**config.mk**
```make
export PLATFORM = sky130hd
export DESIGN_NAME = delimited_numeric_code_framer
export DESIGN_NICKNAME = d
export VERILOG_FILES = /design/src/sv/dncf_pkg.sv /design/src/sv/dncf_ram.sv /design/src/sv/dncf_ctrl.sv /design/src/sv/delimited_numeric_code_framer.sv
export SDC_FILE = /design/constraint.sdc
export NUM_CORES = 1
export LEC_CHECK = 0
export BUFFER_PORTS_ARGS = -buffer_cell sky130_fd_sc_hd__clkbuf_2
export CORE_MARGIN = 5
export CORE_UTILIZATION = 30
export CTS_BUF_LIST = sky130_fd_sc_hd__clkbuf_4 sky130_fd_sc_hd__clkbuf_8
export DETAILED_ROUTE_END_ITERATION = 6
export PLACE_DENSITY = 0.45
export SYNTH_ARGS = -nofsm -noshare
export SYNTH_HDL_FRONTEND = slang
export SYNTH_SLANG_ARGS = --single-unit
```
**constraint.sdc**
```tcl
create_clock -name clk -period 8.84 [get_ports clk]
set_clock_uncertainty 0.15 [all_clocks]
set_input_delay 1.768 -clock clk [delete_from_list [all_inputs] [get_ports clk]]
set_output_delay 1.768 -clock clk [all_outputs]
set_load 0.05 [all_outputs]
```
**src/sv/dncf_pkg.sv**
```systemverilog
// ----------------------------------------------------------------------------
// dncf_pkg
// Shared types and constants of the delimited numeric code framer.
// ----------------------------------------------------------------------------
package dncf_pkg;

    // Default longest code that the store holds.
    localparam int DNCF_MAX_LEN = 64;

    // Fixed byte values.
    localparam logic [7:0] BYTE_LF        = 8'h0A;
    localparam logic [7:0] BYTE_CR        = 8'h0D;
    localparam logic [7:0] BYTE_DIGIT_LO  = 8'h30;
    localparam logic [7:0] BYTE_DIGIT_HI  = 8'h39;
    localparam logic [7:0] DELIM_RESET    = 8'h0D;

    // Result kinds.
    typedef enum logic [1:0] {
        KIND_CHAR        = 2'd0,
        KIND_TOO_LONG    = 2'd1,
        KIND_NOT_NUMERIC = 2'd2
    } kind_t;

    // Sequencer states.
    typedef enum logic [1:0] {
        ST_IDLE,
        ST_ERR,
        ST_RUN,
        ST_DATA
    } state_t;

    // One result item.
    typedef struct packed {
        kind_t      kind;
        logic [7:0] code_char;
        logic       last;
    } result_t;

endpackage

```
**src/sv/dncf_ram.sv**
```systemverilog
// ----------------------------------------------------------------------------
// dncf_ram
// Generic single-write, single-read RAM with a registered read port.
// ----------------------------------------------------------------------------
module dncf_ram #(
    parameter int WIDTH  = 8,
    parameter int DEPTH  = 64,
    parameter int ADDR_W = (DEPTH > 1) ? $clog2(DEPTH) : 1
) (
    input  logic              clk,
    input  logic              wr_en,
    input  logic [ADDR_W-1:0] wr_addr,
    input  logic [WIDTH-1:0]  wr_data,
    input  logic              rd_en,
    input  logic [ADDR_W-1:0] rd_addr,
    output logic [WIDTH-1:0]  rd_data
);

    logic [WIDTH-1:0] mem [DEPTH];
    logic [WIDTH-1:0] rd_data_reg;

    // Write port.
    always_ff @(posedge clk)
    begin
        if (wr_en)
        begin
            mem[wr_addr] <= wr_data;
        end
    end

    // Read port; the data holds while no read is issued.
    always_ff @(posedge clk)
    begin
        if (rd_en)
        begin
            rd_data_reg <= mem[rd_addr];
        end
    end

    assign rd_data = rd_data_reg;

endmodule

```
**src/sv/dncf_ctrl.sv**
```systemverilog
// ----------------------------------------------------------------------------
// dncf_ctrl
// Framing sequencer: stores code bytes into the RAM, judges the code on a
// terminator and replays it from the RAM into the output register.
// ----------------------------------------------------------------------------
module dncf_ctrl
    import dncf_pkg::*;
#(
    parameter int MAX_LEN = DNCF_MAX_LEN,
    parameter int ADDR_W  = (MAX_LEN > 1) ? $clog2(MAX_LEN) : 1
) (
    input  logic              clk,
    input  logic              rst_n,
    input  logic [7:0]        delim,
    input  logic              in_valid,
    output logic              in_ready,
    input  logic [7:0]        in_byte,
    output logic              out_valid,
    input  logic              out_ready,
    output result_t           out_res,
    output logic              wr_en,
    output logic [ADDR_W-1:0] wr_addr,
    output logic [7:0]        wr_data,
    output logic              rd_en,
    output logic [ADDR_W-1:0] rd_addr,
    input  logic [7:0]        rd_data
);

    localparam int CNT_W = $clog2(MAX_LEN + 1);

    state_t           state_reg, state_next;
    logic [CNT_W-1:0] fill_reg, fill_next;
    logic             ovf_reg, ovf_next;
    logic             digits_reg, digits_next;
    logic [CNT_W-1:0] len_reg, len_next;
    logic [CNT_W-1:0] idx_reg, idx_next;
    kind_t            pend_kind_reg, pend_kind_next;
    logic             out_valid_reg, out_valid_next;
    result_t          out_res_reg, out_res_next;

    logic accept;
    logic is_term;
    logic is_digit;
    logic out_free;
    logic last_char;

    // Byte classification and slot status.
    assign accept    = in_valid && (state_reg == ST_IDLE);
    assign is_term   = (in_byte == delim) || (in_byte == BYTE_LF) || (in_byte == BYTE_CR);
    assign is_digit  = (in_byte >= BYTE_DIGIT_LO) && (in_byte <= BYTE_DIGIT_HI);
    assign out_free  = !out_valid_reg || out_ready;
    assign last_char = (idx_reg == (len_reg - CNT_W'(1)));

    // Next state, RAM access and result loading.
    always_comb
    begin
        state_next     = state_reg;
        fill_next      = fill_reg;
        ovf_next       = ovf_reg;
        digits_next    = digits_reg;
        len_next       = len_reg;
        idx_next       = idx_reg;
        pend_kind_next = pend_kind_reg;
        out_valid_next = out_valid_reg && !out_ready;
        out_res_next   = out_res_reg;
        in_ready       = 1'b0;
        wr_en          = 1'b0;
        wr_addr        = fill_reg[ADDR_W-1:0];
        wr_data        = in_byte;
        rd_en          = 1'b0;
        rd_addr        = idx_reg[ADDR_W-1:0];

        case (state_reg)
            ST_IDLE:
            begin
                in_ready = 1'b1;
                if (accept && !is_term)
                begin
                    // Store the byte while room is left, else flag overflow.
                    if (fill_reg < CNT_W'(MAX_LEN))
                    begin
                        wr_en     = 1'b1;
                        fill_next = fill_reg + CNT_W'(1);
                        if (!is_digit)
                        begin
                            digits_next = 1'b0;
                        end
                    end
                    else
                    begin
                        ovf_next = 1'b1;
                    end
                end
                else if (accept && (fill_reg != '0))
                begin
                    // Judge the code and reset the running state.
                    fill_next   = '0;
                    ovf_next    = 1'b0;
                    digits_next = 1'b1;
                    if (ovf_reg)
                    begin
                        pend_kind_next = KIND_TOO_LONG;
                        state_next     = ST_ERR;
                    end
                    else if (!digits_reg)
                    begin
                        pend_kind_next = KIND_NOT_NUMERIC;
                        state_next     = ST_ERR;
                    end
                    else
                    begin
                        len_next   = fill_reg;
                        idx_next   = '0;
                        state_next = ST_RUN;
                    end
                end
            end

            ST_ERR:
            begin
                // Single error result once the output register is free.
                if (out_free)
                begin
                    out_valid_next         = 1'b1;
                    out_res_next.kind      = pend_kind_reg;
                    out_res_next.code_char = 8'h00;
                    out_res_next.last      = 1'b1;
                    state_next             = ST_IDLE;
                end
            end

            ST_RUN:
            begin
                // First read of the replay.
                rd_en      = 1'b1;
                state_next = ST_DATA;
            end

            ST_DATA:
            begin
                // Move the read byte out and fetch the next one behind it.
                if (out_free)
                begin
                    out_valid_next         = 1'b1;
                    out_res_next.kind      = KIND_CHAR;
                    out_res_next.code_char = rd_data;
                    out_res_next.last      = last_char;
                    if (last_char)
                    begin
                        state_next = ST_IDLE;
                    end
                    else
                    begin
                        idx_next = idx_reg + CNT_W'(1);
                        rd_en    = 1'b1;
                        rd_addr  = idx_next[ADDR_W-1:0];
                    end
                end
            end

            default:
            begin
                state_next = ST_IDLE;
            end
        endcase
    end

    // Control registers.
    always_ff @(posedge clk or negedge rst_n)
    begin
        if (!rst_n)
        begin
            state_reg     <= ST_IDLE;
            fill_reg      <= '0;
            ovf_reg       <= 1'b0;
            digits_reg    <= 1'b1;
            out_valid_reg <= 1'b0;
        end
        else
        begin
            state_reg     <= state_next;
            fill_reg      <= fill_next;
            ovf_reg       <= ovf_next;
            digits_reg    <= digits_next;
            out_valid_reg <= out_valid_next;
        end
    end

    // Payload registers.
    always_ff @(posedge clk)
    begin
        len_reg       <= len_next;
        idx_reg       <= idx_next;
        pend_kind_reg <= pend_kind_next;
        out_res_reg   <= out_res_next;
    end

    assign out_valid = out_valid_reg;
    assign out_res   = out_res_reg;

endmodule

```
**src/sv/delimited_numeric_code_framer.sv**
```systemverilog
// ----------------------------------------------------------------------------
// delimited_numeric_code_framer
// Collects scanner bytes into codes and emits numeric codes as characters,
// or a single error result for codes that are too long or not numeric.
// ----------------------------------------------------------------------------
// Channel   Direction  Content
// s_axis    in         tdata: rx_byte
// m_axis    out        tdata: code_char, tuser: kind, tlast: last
// cfg       in         cfg_wdata: delimiter_byte, written on cfg_we
//
// Bytes are taken while idle. A terminator that yields an error holds off
// input until its result enters the output register; a numeric terminator
// holds off input through the first RAM read and the replay of every
// stored character, set by the single read port of the character RAM.
// Output stalls hold the replay in place. Reset clears the count and flags
// and sets the delimiter to CR; the character RAM is not cleared.
// ----------------------------------------------------------------------------
module delimited_numeric_code_framer
    import dncf_pkg::*;
#(
    parameter int MAX_LEN = DNCF_MAX_LEN
) (
    input  logic       clk,
    input  logic       rst_n,
    input  logic       s_axis_tvalid,
    output logic       s_axis_tready,
    input  logic [7:0] s_axis_tdata,   // [7:0] rx_byte
    output logic       m_axis_tvalid,
    input  logic       m_axis_tready,
    output logic [7:0] m_axis_tdata,   // [7:0] code_char
    output logic [1:0] m_axis_tuser,   // [1:0] kind
    output logic       m_axis_tlast,
    input  logic       cfg_we,
    input  logic [7:0] cfg_wdata
);

    localparam int ADDR_W = (MAX_LEN > 1) ? $clog2(MAX_LEN) : 1;

    logic [7:0]        delim_reg;
    result_t           res;
    logic              wr_en;
    logic [ADDR_W-1:0] wr_addr;
    logic [7:0]        wr_data;
    logic              rd_en;
    logic [ADDR_W-1:0] rd_addr;
    logic [7:0]        rd_data;

    // Delimiter register.
    always_ff @(posedge clk or negedge rst_n)
    begin
        if (!rst_n)
        begin
            delim_reg <= DELIM_RESET;
        end
        else if (cfg_we)
        begin
            delim_reg <= cfg_wdata;
        end
    end

    // Sequencer.
    dncf_ctrl #(
        .MAX_LEN (MAX_LEN),
        .ADDR_W  (ADDR_W)
    ) u_ctrl (
        .clk       (clk),
        .rst_n     (rst_n),
        .delim     (delim_reg),
        .in_valid  (s_axis_tvalid),
        .in_ready  (s_axis_tready),
        .in_byte   (s_axis_tdata),
        .out_valid (m_axis_tvalid),
        .out_ready (m_axis_tready),
        .out_res   (res),
        .wr_en     (wr_en),
        .wr_addr   (wr_addr),
        .wr_data   (wr_data),
        .rd_en     (rd_en),
        .rd_addr   (rd_addr),
        .rd_data   (rd_data)
    );

    // Character store.
    dncf_ram #(
        .WIDTH  (8),
        .DEPTH  (MAX_LEN),
        .ADDR_W (ADDR_W)
    ) u_store (
        .clk     (clk),
        .wr_en   (wr_en),
        .wr_addr (wr_addr),
        .wr_data (wr_data),
        .rd_en   (rd_en),
        .rd_addr (rd_addr),
        .rd_data (rd_data)
    );

    // Result fields onto the stream.
    assign m_axis_tdata = res.code_char;
    assign m_axis_tuser = res.kind;
    assign m_axis_tlast = res.last;

    // An error result always closes its code.
    a_err_last: assert property (@(posedge clk) disable iff (!rst_n)
        (m_axis_tvalid && (m_axis_tuser != KIND_CHAR)) |-> m_axis_tlast)
        else $error("error result without last");

    // An error result carries no character.
    a_err_zero: assert property (@(posedge clk) disable iff (!rst_n)
        (m_axis_tvalid && (m_axis_tuser != KIND_CHAR)) |-> (m_axis_tdata == 8'h00))
        else $error("error result with nonzero character");

    // Replayed characters are decimal digits.
    a_char_digit: assert property (@(posedge clk) disable iff (!rst_n)
        (m_axis_tvalid && (m_axis_tuser == KIND_CHAR)) |->
        ((m_axis_tdata >= BYTE_DIGIT_LO) && (m_axis_tdata <= BYTE_DIGIT_HI)))
        else $error("replayed character is not a digit");

endmodule
```
==> results_dict.tcl, run 1 <==
set metrics [dict create \
    ys_ff_latch 567 \
    slew_violations 0 \
    cts_tree "done" \
    core_area_sq_mm 0.09180 \
    crit_fanout 36 \
    synth_cell_types 55 \
    grt_pass1_vias 17540 \
    synth-edff-count 547 \
    final_layout_size_suffix_gt1_share_pct 17.87 \
    endpoint_kind "flip-flop" \
    worst_slew_pin_slew_ns 1.260 \
    place_ws_ns 2.609 \
    seq_area_frac_synth_pct 60.87 \
    syn_area_sq_mm 0.02781 \
    vias_per_cell 5.202 \
    p_per_area_mw_per_mm2 195.4 \
    die_h_microns 314.5 \
    fillCellCount 8818 \
    grt.overflow.total 0 \
    min_period_over_period_pct 61.97 \
    path_class "input pin to flip-flop" \
    min_path_type "flip-flop to flip-flop" \
    synth_area_leaders "edfxtp_1 59%, mux2i_1 17%, mux4_2 7.8%" \
    cts_buffer_depth 3 \
    placementRows 111 \
    crit_end "u_store.mem[57][3]" \
    clkTransAtPathRegs_ns 0.06 \
    cts.htree.levels 3 \
    grt_max_degree 116 \
    dpl.hpwl_microns 53660 \
    hold_buffers 0 \
    area_delta_synth_final_pct 13.19 \
    fin_tns_setup_ns 0 \
    initial_core_util_pct 30.30 \
    syn_inst 1860 \
    synth_top_cell_by_area "edfxtp_1" \
    fmax_mhz 182.5 \
    slew_headroom_pct 13.84 \
    dr.pass1.iters 5 \
    drc 0 \
    io_buffers 33 \
    root_buffer "clkbuf_8" \
    setup.worst_path.start_class "input pin" \
    cts_buffers 104 \
    cp.arrival_ns 5.68 \
    rsz0062_at_grt "false" \
    netlist_top_cells_count "547 x edfxtp_1, 475 x mux2i_1, 149 x nor2_1" \
    reg2reg_slack_ns 3.43 \
    vdd_ir_drop_max_uv 95.23 \
    r2r_cells 11 \
    largest_reg_flops 512 \
    synth.most_common_cell "edfxtp_1" \
    r2r-end "u_store.rd_data[7]" \
    critPathLaunch "s_axis_tdata[5]" \
    gp_congestion 0.7986 \
    r2r_start "u_ctrl.len_reg[0]" \
    final_util_pct 34.29 \
    min_delay_path_depth 2 \
    fin_crit_ns 5.478 \
    syn_avg_cell_area_sq_um 14.95 \
    antenna_found_initial 3 \
    wl_microns 85160 \
    fin_nets 1932 \
    die_area_sq_mm 0.09890 \
    synth_top_cell_area_share_pct 59.06 \
    insertion_delay_ns 0.73 \
    hold_viol 0 \
    drtAntennaViolNets 0 \
    synth_fp_nets 1885 \
    io_pins 34 \
    num_vias 16870 \
    timing.final.ws_setup_ns 3.362 \
    cap_viol_max_count 0 \
    async_reset_ff_share_pct 3.527 \
    yosysWarningCount 0 \
    finalSetupViolCount 0 \
    ctsResizeCount 0 \
    power_leakage_nw 11.18 \
    synth_ff_type "edfxtp_1" \
    grtUsageTotal_pct 16.93 \
    wl_per_cell_microns 26.26 \
    postCtsSetupBuffers 0 \
    drt_iter0_markers 1293 \
    die_w_microns 314.5 \
    status "finished clean" \
    cp.required_ns 9.04 \
    grt_pass1_wl_microns 123200 \
    cts_sinks 567 \
]
worst max-delay path: stages:
cell      delay (ns)
clkbuf_2        0.65
xor2_1          0.20
nor4_1          0.09
nand2_1         0.06
o21ai_0         0.19
nor3_1          0.81
and2_0          0.48
nand3_1         0.59
nor2_1          0.81
layer usage:
layer,share of wire [%],GRT usage [%]
met1,44,23.12
met5,0.027,0
met2,47,27.11
met4,3.5,5.659
met3,5.4,3.410
metrics by stage:
stage	hold WS [ns]	total power [W]	instance area [sq um]	instances
finish	0.3227	0.006151	31480	3243
global route	0.3422	0.006392	31480	3243
CTS	0.3221	0.006233	31480	3241
detailed placement	0.3126	0.003708	29410	3044
global placement	0.3110	0.003703	29410	3044
floorplan	0.2731	0.003422	27810	1860
placed cells by master (no fill, tap or decap), drive strengths merged, types with 16 or more instances in the layout:
| cell type | synthesis | layout |
|---|---|---|
| mux2i | 475 | 475 |
| dfrtp | 16 | 16 |
| buf | 45 | 45 |
| o22ai | 32 | 32 |
| o21ai | 28 | 28 |
| mux4 | 96 | 96 |
| clkinv | 0 | 62 |
| nor2 | 149 | 149 |
| clkbuf | 90 | 157 |
| nand2 | 63 | 63 |
| edfxtp | 547 | 547 |
| nand3 | 27 | 27 |
| a2111oi | 32 | 32 |
| a211oi | 33 | 33 |
| nor2b | 32 | 32 |
| xor2 | 18 | 18 |
| a21oi | 36 | 36 |
| inv | 13 | 17 |
cell families after synthesis:
| group | count (synthesis) | share of synthesized area [%] |
|---|---|---|
| compound gates | 204 | 5.106 |
| fa+ha+maj | 4 | 0.1799 |
| buf+inv | 148 | 2.330 |
| xor+xnor | 28 | 0.8817 |
| flops | 567 | 60.87 |
| simple gates | 327 | 5.317 |
| mux | 582 | 25.31 |
layout make-up:
| class | instances | area (sq um) | area share (%) |
|---|---|---|---|
| timing repair buffer | 76 | 550.5 | 1.749 |
| inverter | 13 | 48.80 | 0.1550 |
| antenna | 2 | 5.005 | 0.01590 |
| clock buffer | 126 | 1622 | 5.151 |
| tap | 1243 | 1555 | 4.940 |
| sequential | 567 | 16930 | 53.78 |
| multi-input combinational | 1145 | 10320 | 32.79 |
| clock inverter | 71 | 446.7 | 1.419 |
power by group:
group | switching (W) | internal, W
Combinational | 0.000393 | 0.000107
Sequential | 0.0000862 | 0.00307
Clock | 0.00118 | 0.00132
Total | 0.00166 | 0.00449
worst min path at each step:
stage	end	start	slack, ns
2_1_floorplan	u_ctrl.len_reg[3]	u_ctrl.fill_reg[3]	0.27
3_3_place_gp	u_ctrl.digits_reg	u_ctrl.digits_reg	0.31
3_5_place_dp	u_ctrl.digits_reg	u_ctrl.digits_reg	0.31
4_1_cts	u_ctrl.digits_reg	u_ctrl.digits_reg	0.32
5_1_grt	u_ctrl.digits_reg	u_ctrl.digits_reg	0.34
6_report	u_ctrl.digits_reg	u_ctrl.digits_reg	0.32
Note: power is estimated with default switching activity, not from simulation.
==> run 2: changes to the inputs <==
PLACE_DENSITY = 0.46   (was 0.45)
clock period = 4.97 ns   (was 8.84 ns; I/O delays follow)
==> run 2 against run 1 <==
Clock-buffer cell count rose by 1; sequential share of layout area fell by 0.70 points; highest routed layer is now met4; worst hold slack got worse by 0.20 ns; setup slack got worse by 3.2 ns; combinational power rose by 72%; largest cell class unchanged.
==> results_dict.tcl, run 2 (synthesis results as in run 1) <==
set metrics [dict create \
    final_layout_size_suffix_gt1_share_pct 20.41 \
    dpl.hpwl_microns 53370 \
    cp.arrival_ns 5.06 \
    grtUsageTotal_pct 16.51 \
    vias_per_cell 5.154 \
    drtAntennaViolNets 0 \
    cp.required_ns 5.27 \
    slew_headroom_pct 31.30 \
    placementRows 111 \
    core_area_sq_mm 0.09180 \
    cts_tree "done" \
    layout_commonest_cell "edfxtp_1" \
    r2r_start "u_ctrl.len_reg[0]" \
    cts_buffer_depth 3 \
    area_delta_synth_final_pct 14.69 \
    io_pins 34 \
    grt_pass1_vias 17640 \
    dr.pass1.iters 5 \
    cap_viol_max_count 0 \
    grt_max_degree 96 \
    die_h_microns 314.5 \
    endpoint_kind "flip-flop" \
    path_class "flip-flop to flip-flop" \
    clkTransAtPathRegs_ns 0.06 \
    total_power_w 0.01035 \
    root_buffer "clkbuf_8" \
    insertion_delay_ns 0.71 \
    pwr-share-clk_pct 37.7 \
    hold_viol 0 \
    min_path_type "input pin to async pin" \
    fin_crit_ns 4.766 \
    crit_path_max_incr_delay_ns 0.68 \
    vdd_ir_drop_max_uv 178.0 \
    p_int_w 0.007698 \
    power_leakage_nw 11.47 \
    holdWs_ns 0.1191 \
    antenna_found_initial 6 \
    swShare_pct 25.64 \
    reg2reg_slack_ns 0.20 \
    cts.htree.levels 3 \
    stdcell_count 3283 \
    finalSetupViolCount 0 \
    die_w_microns 314.5 \
    final_cell_mix "547 x edfxtp_1, 472 x mux2i_1, 149 x nor2_1" \
    cts_sinks 567 \
    comb_power_share_pct 8.3 \
    grt.overflow.total 0 \
    status "finished clean" \
    switchingPower_w 0.002654 \
    num_vias 16920 \
    fmax_mhz 209.8 \
    p_per_area_mw_per_mm2 324.5 \
    wl_per_cell_microns 25.30 \
    io_buffers 33 \
    initial_core_util_pct 30.30 \
    place_area_sq_mm 0.03009 \
    pwr-share-seq_pct 54.0 \
    slew_violations 0 \
    setup.worst_path.start_class "flip-flop" \
    die_area_sq_mm 0.09890 \
    drc 0 \
    largest_reg_flops 512 \
    drt_iter0_markers 1262 \
    r2r-end "u_store.rd_data[7]" \
    fin_nets 2006 \
    wl_microns 83060 \
    slowest_stage "a2111oi_0" \
    rsz0062_at_grt "false" \
    worstPathCellList "inv_1, ha_1, or3b_1, or4_1, a22oi_4, a21oi_4, buf_4, buf_12, buf_12, buf_4, mux4_2, o22ai_1, a2111oi_0, a22oi_1, a21o_1" \
    worst_slew_pin_slew_ns 1.027 \
    cts_buffers 99 \
    dpl.cell_count 3119 \
    crit_fanout 16 \
    min_period_over_period_pct 95.90 \
    final_util_pct 34.75 \
    r2r_cells 15 \
    gp_congestion 0.7940 \
    grt_pass1_wl_microns 120500 \
    fin_area_sq_mm 0.03190 \
]
[run 2: changes by cell type in the layout (fill, tap and decap cells not counted), sizes merged]
cell / delta
buf: +82
clkinv: -35
bufinv: -3
inv: -3
clkbuf: -2
clkinvlp: +1
[run 2: area by class of cell]
cell class,count,area [sq um]
antenna,2,5.005
sequential,567,16930
fill,8830,59900
multi-input combinational,1145,10340
tap,1243,1555
clock buffer,127,1579
clock inverter,31,145.1
inverter,13,48.80
timing repair buffer,155,1292
[run 2: worst max-delay path by stage]
stage | start | end | slack, ns | cells past startpoint
after global placement | u_ctrl.len_reg[0] | u_store.rd_data[2] | -0.21 | 12
after global routing | u_ctrl.len_reg[0] | u_store.rd_data[1] | 0.03 | 12
final | u_ctrl.len_reg[0] | u_store.rd_data[7] | 0.20 | 15
after floorplan | u_ctrl.len_reg[0] | u_store.rd_data[0] | 1.30 | 12
after CTS | u_ctrl.len_reg[0] | u_store.rd_data[1] | 0.05 | 12
after detailed placement | u_ctrl.len_reg[0] | u_store.rd_data[2] | -0.25 | 12
[run 2: what timing repair did]
item / 4_1_cts / 5_1_grt
gates resized for setup: 4 / 2
buffers inserted: 0 / 4
endpoints found under the setup margin: 2 / 5
hold buffers: 0 / 0
pin swaps: 1 / 2
[run 2: power by group through the flow]
| stage | sequential [W] | combinational [W] | clock, W |
|---|---|---|---|
| 2_1_floorplan | 0.00568 | 0.000403 | 0 |
| 3_3_place_gp | 0.00568 | 0.000863 | 0 |
| 3_5_place_dp | 0.00569 | 0.000872 | 0 |
| 4_1_cts | 0.00559 | 0.000874 | 0.00402 |
| 5_1_grt | 0.00561 | 0.000916 | 0.00424 |
| 6_report | 0.00559 | 0.000860 | 0.00390 |
[run 2: layer usage]
metal / vias to the layer above / track usage (%) / routed length, microns
li1: 7589 / - / -
met1: 8761 / 22.36 / 36840
met2: 425 / 27.03 / 39630
met3: 145 / 3.087 / 4095
met4: 0 / 5.104 / 2492
met5: - / 0 / 0
[run 2: through the flow]
step	TNS, ns	worst slack [ns]
floorplan	0	1.297
global placement	-0.3553	-0.2131
detailed placement	-0.4287	-0.2489
CTS	0	0.05407
global route	0	0.03174
finish	0	0.2038
[run 2: worst max-delay path, delay by kind of cell (launching register included)]
kind | cells | cell delay (ns)
multiplexers | 1 | 0.39
adder cells (fa/ha/maj) | 1 | 0.17
AND/OR/NAND/NOR | 2 | 0.94
AO/OA/AOI/OAI | 6 | 1.61
flip-flops | 1 | 0.45
buffers and inverters | 5 | 0.78
==> run 3: changes to the inputs <==
BUFFER_PORTS_ARGS = not set   (was -buffer_cell sky130_fd_sc_hd__clkbuf_2)
CORE_UTILIZATION = 44   (was 30)
DONT_BUFFER_PORTS = 1   (was not set)
PLACE_DENSITY = 0.62   (was 0.46)
==> run 3 against run 2 <==
Non-clock buffer count shrank 82; sequential power increased by 1%; combinational power fell by 25%; sequential share of layout area is 1.4 points higher; flip-flop and latch count did not move; design area decreased by 2.6%; maximum frequency rose by 0.43%; clock power rose by 11%; core utilization grew 15 points; global-route usage up 5.1 points.
==> results_dict.tcl, run 3 (synthesis results as in run 1) <==
set metrics [dict create \
    finalSetupViolCount 0 \
    worst_slew_pin_slew_ns 1.158 \
    hold_viol 0 \
    fin_nets 1923 \
    slew_violations 0 \
    swShare_pct 24.65 \
    cap_viol_max_count 0 \
    insertion_delay_ns 0.71 \
    p_per_area_mw_per_mm2 342.3 \
    io_buffers 0 \
    cts_buffer_depth 3 \
    postCtsSetupBuffers 0 \
    vdd_ir_drop_max_uv 220.7 \
    cts_sinks 567 \
    final_cell_mix "547 x edfxtp_1, 472 x mux2i_1, 149 x nor2_1" \
    final_layout_size_suffix_gt1_share_pct 17.69 \
    fin_tns_setup_ns 0 \
    status "finished clean" \
    switchingPower_w 0.002622 \
    cp_num_buf_inv 3 \
    path_delay_family "compound AO/OA/AOI/OAI gates" \
    cts_buffers 98 \
    num_vias 16810 \
    die_h_microns 261.4 \
    p_int_w 0.008012 \
    die_area_sq_mm 0.06834 \
    critPathMostFrequentCell "buf_4" \
    power_leakage_nw 11.21 \
    grt_pass1_vias 16860 \
    drt_iter0_markers 1705 \
    min_path_type "input pin to flip-flop" \
    grt_pass1_wl_microns 110500 \
    drc 0 \
    antennaDiodeCount 0 \
    gp_congestion 0.9003 \
    cp.required_ns 5.27 \
    dr.pass1.iters 6 \
    drtAntennaViolNets 0 \
    grt.overflow.total 0 \
    endpoint_kind "flip-flop" \
    area_delta_synth_final_pct 11.69 \
    fin_crit_ns 4.746 \
    slowest_stage "a2111oi_0" \
    rsz0062_at_grt "false" \
    worstPathCellList "inv_1, ha_1, or3b_1, a21boi_0, o2111a_1, a211oi_4, mux2i_4, buf_4, nor2_1, a2111oi_0, buf_4, a22oi_1, a21o_1" \
    slew_headroom_pct 22.52 \
    wl_microns 74340 \
    clkTransAtPathRegs_ns 0.06 \
    fmax_mhz 210.7 \
    grt_max_degree 101 \
    setup.worst_path.start_class "flip-flop" \
    min_period_over_period_pct 95.49 \
    cts.htree.levels 3 \
    root_buffer "clkbuf_8" \
    vias_per_cell 5.963 \
    wl_per_cell_microns 26.37 \
    pwr-share-seq_pct 53.3 \
    dpl.cell_count 2643 \
    dpl.hpwl_microns 46660 \
    largest_reg_flops 512 \
    crit_path_max_incr_delay_ns 0.63 \
    fillCellCount 5371 \
    multiInputGateArea_sq_mm 0.01032 \
    initial_core_util_pct 44.25 \
    cts_tree "done" \
    crit_fanout 11 \
    cp.arrival_ns 5.04 \
    die_w_microns 261.4 \
    path_class "flip-flop to flip-flop" \
    register_area_sq_mm 0.01693 \
    placementRows 92 \
    pwr-share-clk_pct 40.7 \
    layout_commonest_cell "edfxtp_1" \
    stdcell_count 2819 \
    core_area_sq_mm 0.06285 \
    grtUsageTotal_pct 21.60 \
    io_pins 34 \
    antenna_found_initial 0 \
    comb_power_share_pct 6.0 \
]
[run 3: layout make-up]
cell class	count	share of cell area [%]
inverter	13	0.1571
sequential	567	54.50
clock inverter	49	1.265
multi-input combinational	1145	33.24
clock buffer	126	5.099
timing repair buffer	73	2.336
tap	846	3.407
[run 3: worst paths after layout]
kind                                   start            endpoint  slack, ns  depth (start not counted)
setup / recovery           u_ctrl.len_reg[0]  u_store.rd_data[5]       0.22                         13
hold / removal               s_axis_tdata[0]  u_store.mem[43][0]       0.24                          0
setup reg to reg           u_ctrl.len_reg[0]  u_store.rd_data[5]       0.22                         13
hold reg to reg            u_ctrl.digits_reg   u_ctrl.digits_reg       0.33                          2
max in group asynchronous              rst_n        delim_reg[4]       3.35                          1
min in group asynchronous              rst_n    u_ctrl.out_valid       0.73                          1
[run 3: through the flow]
step	util, %	total power [W]	area [sq um]	setup slack (ns)	hold slack [ns]
2_1_floorplan	-	0.006086	27810	1.297	0.2731
3_3_place_gp	46.26	0.006379	29070	0.2634	0.3070
3_5_place_dp	46.26	0.006397	29070	0.1768	0.3234
4_1_cts	49.42	0.01073	31060	0.1324	0.1674
5_1_grt	49.43	0.01100	31070	0.06493	0.1736
6_report	49.43	0.01063	31070	0.2242	0.2397
[run 3: what timing repair did]
item                                   CTS  global route
gates resized for setup                  0             1
endpoints found under the hold margin   20             0
hold buffers                             1             0
setup endpoints to repair                0             2
[run 3: power by group through the flow]
stage / combinational [W] / clock, W / sequential, W
2_1_floorplan: 0.000403 / 0 / 0.00568
3_3_place_gp: 0.000624 / 0 / 0.00575
3_5_place_dp: 0.000635 / 0 / 0.00576
4_1_cts: 0.000640 / 0.00442 / 0.00567
5_1_grt: 0.000676 / 0.00464 / 0.00569
6_report: 0.000641 / 0.00433 / 0.00567
[run 3: worst reg2reg max path, cell delays in order, from the launching register on]
cell       delay (ns)
edfxtp_1         0.43
inv_1            0.09
ha_1             0.17
or3b_1           0.41
a21boi_0         0.15
o2111a_1         0.39
a211oi_4         0.57
mux2i_4          0.53
buf_4            0.28
nor2_1           0.07
a2111oi_0        0.63
buf_4            0.22
a22oi_1          0.15
a21o_1           0.24
[run 3: layer usage]
layer  up-vias  global-route usage (%)  part of all wire (%)
met3       131                   4.425                   6.7
met5         -                       0                     0
met4         0                   6.453                   2.7
met1      8626                   29.59                    42
li1       7440                       -                     -
met2       613                   35.20                    48
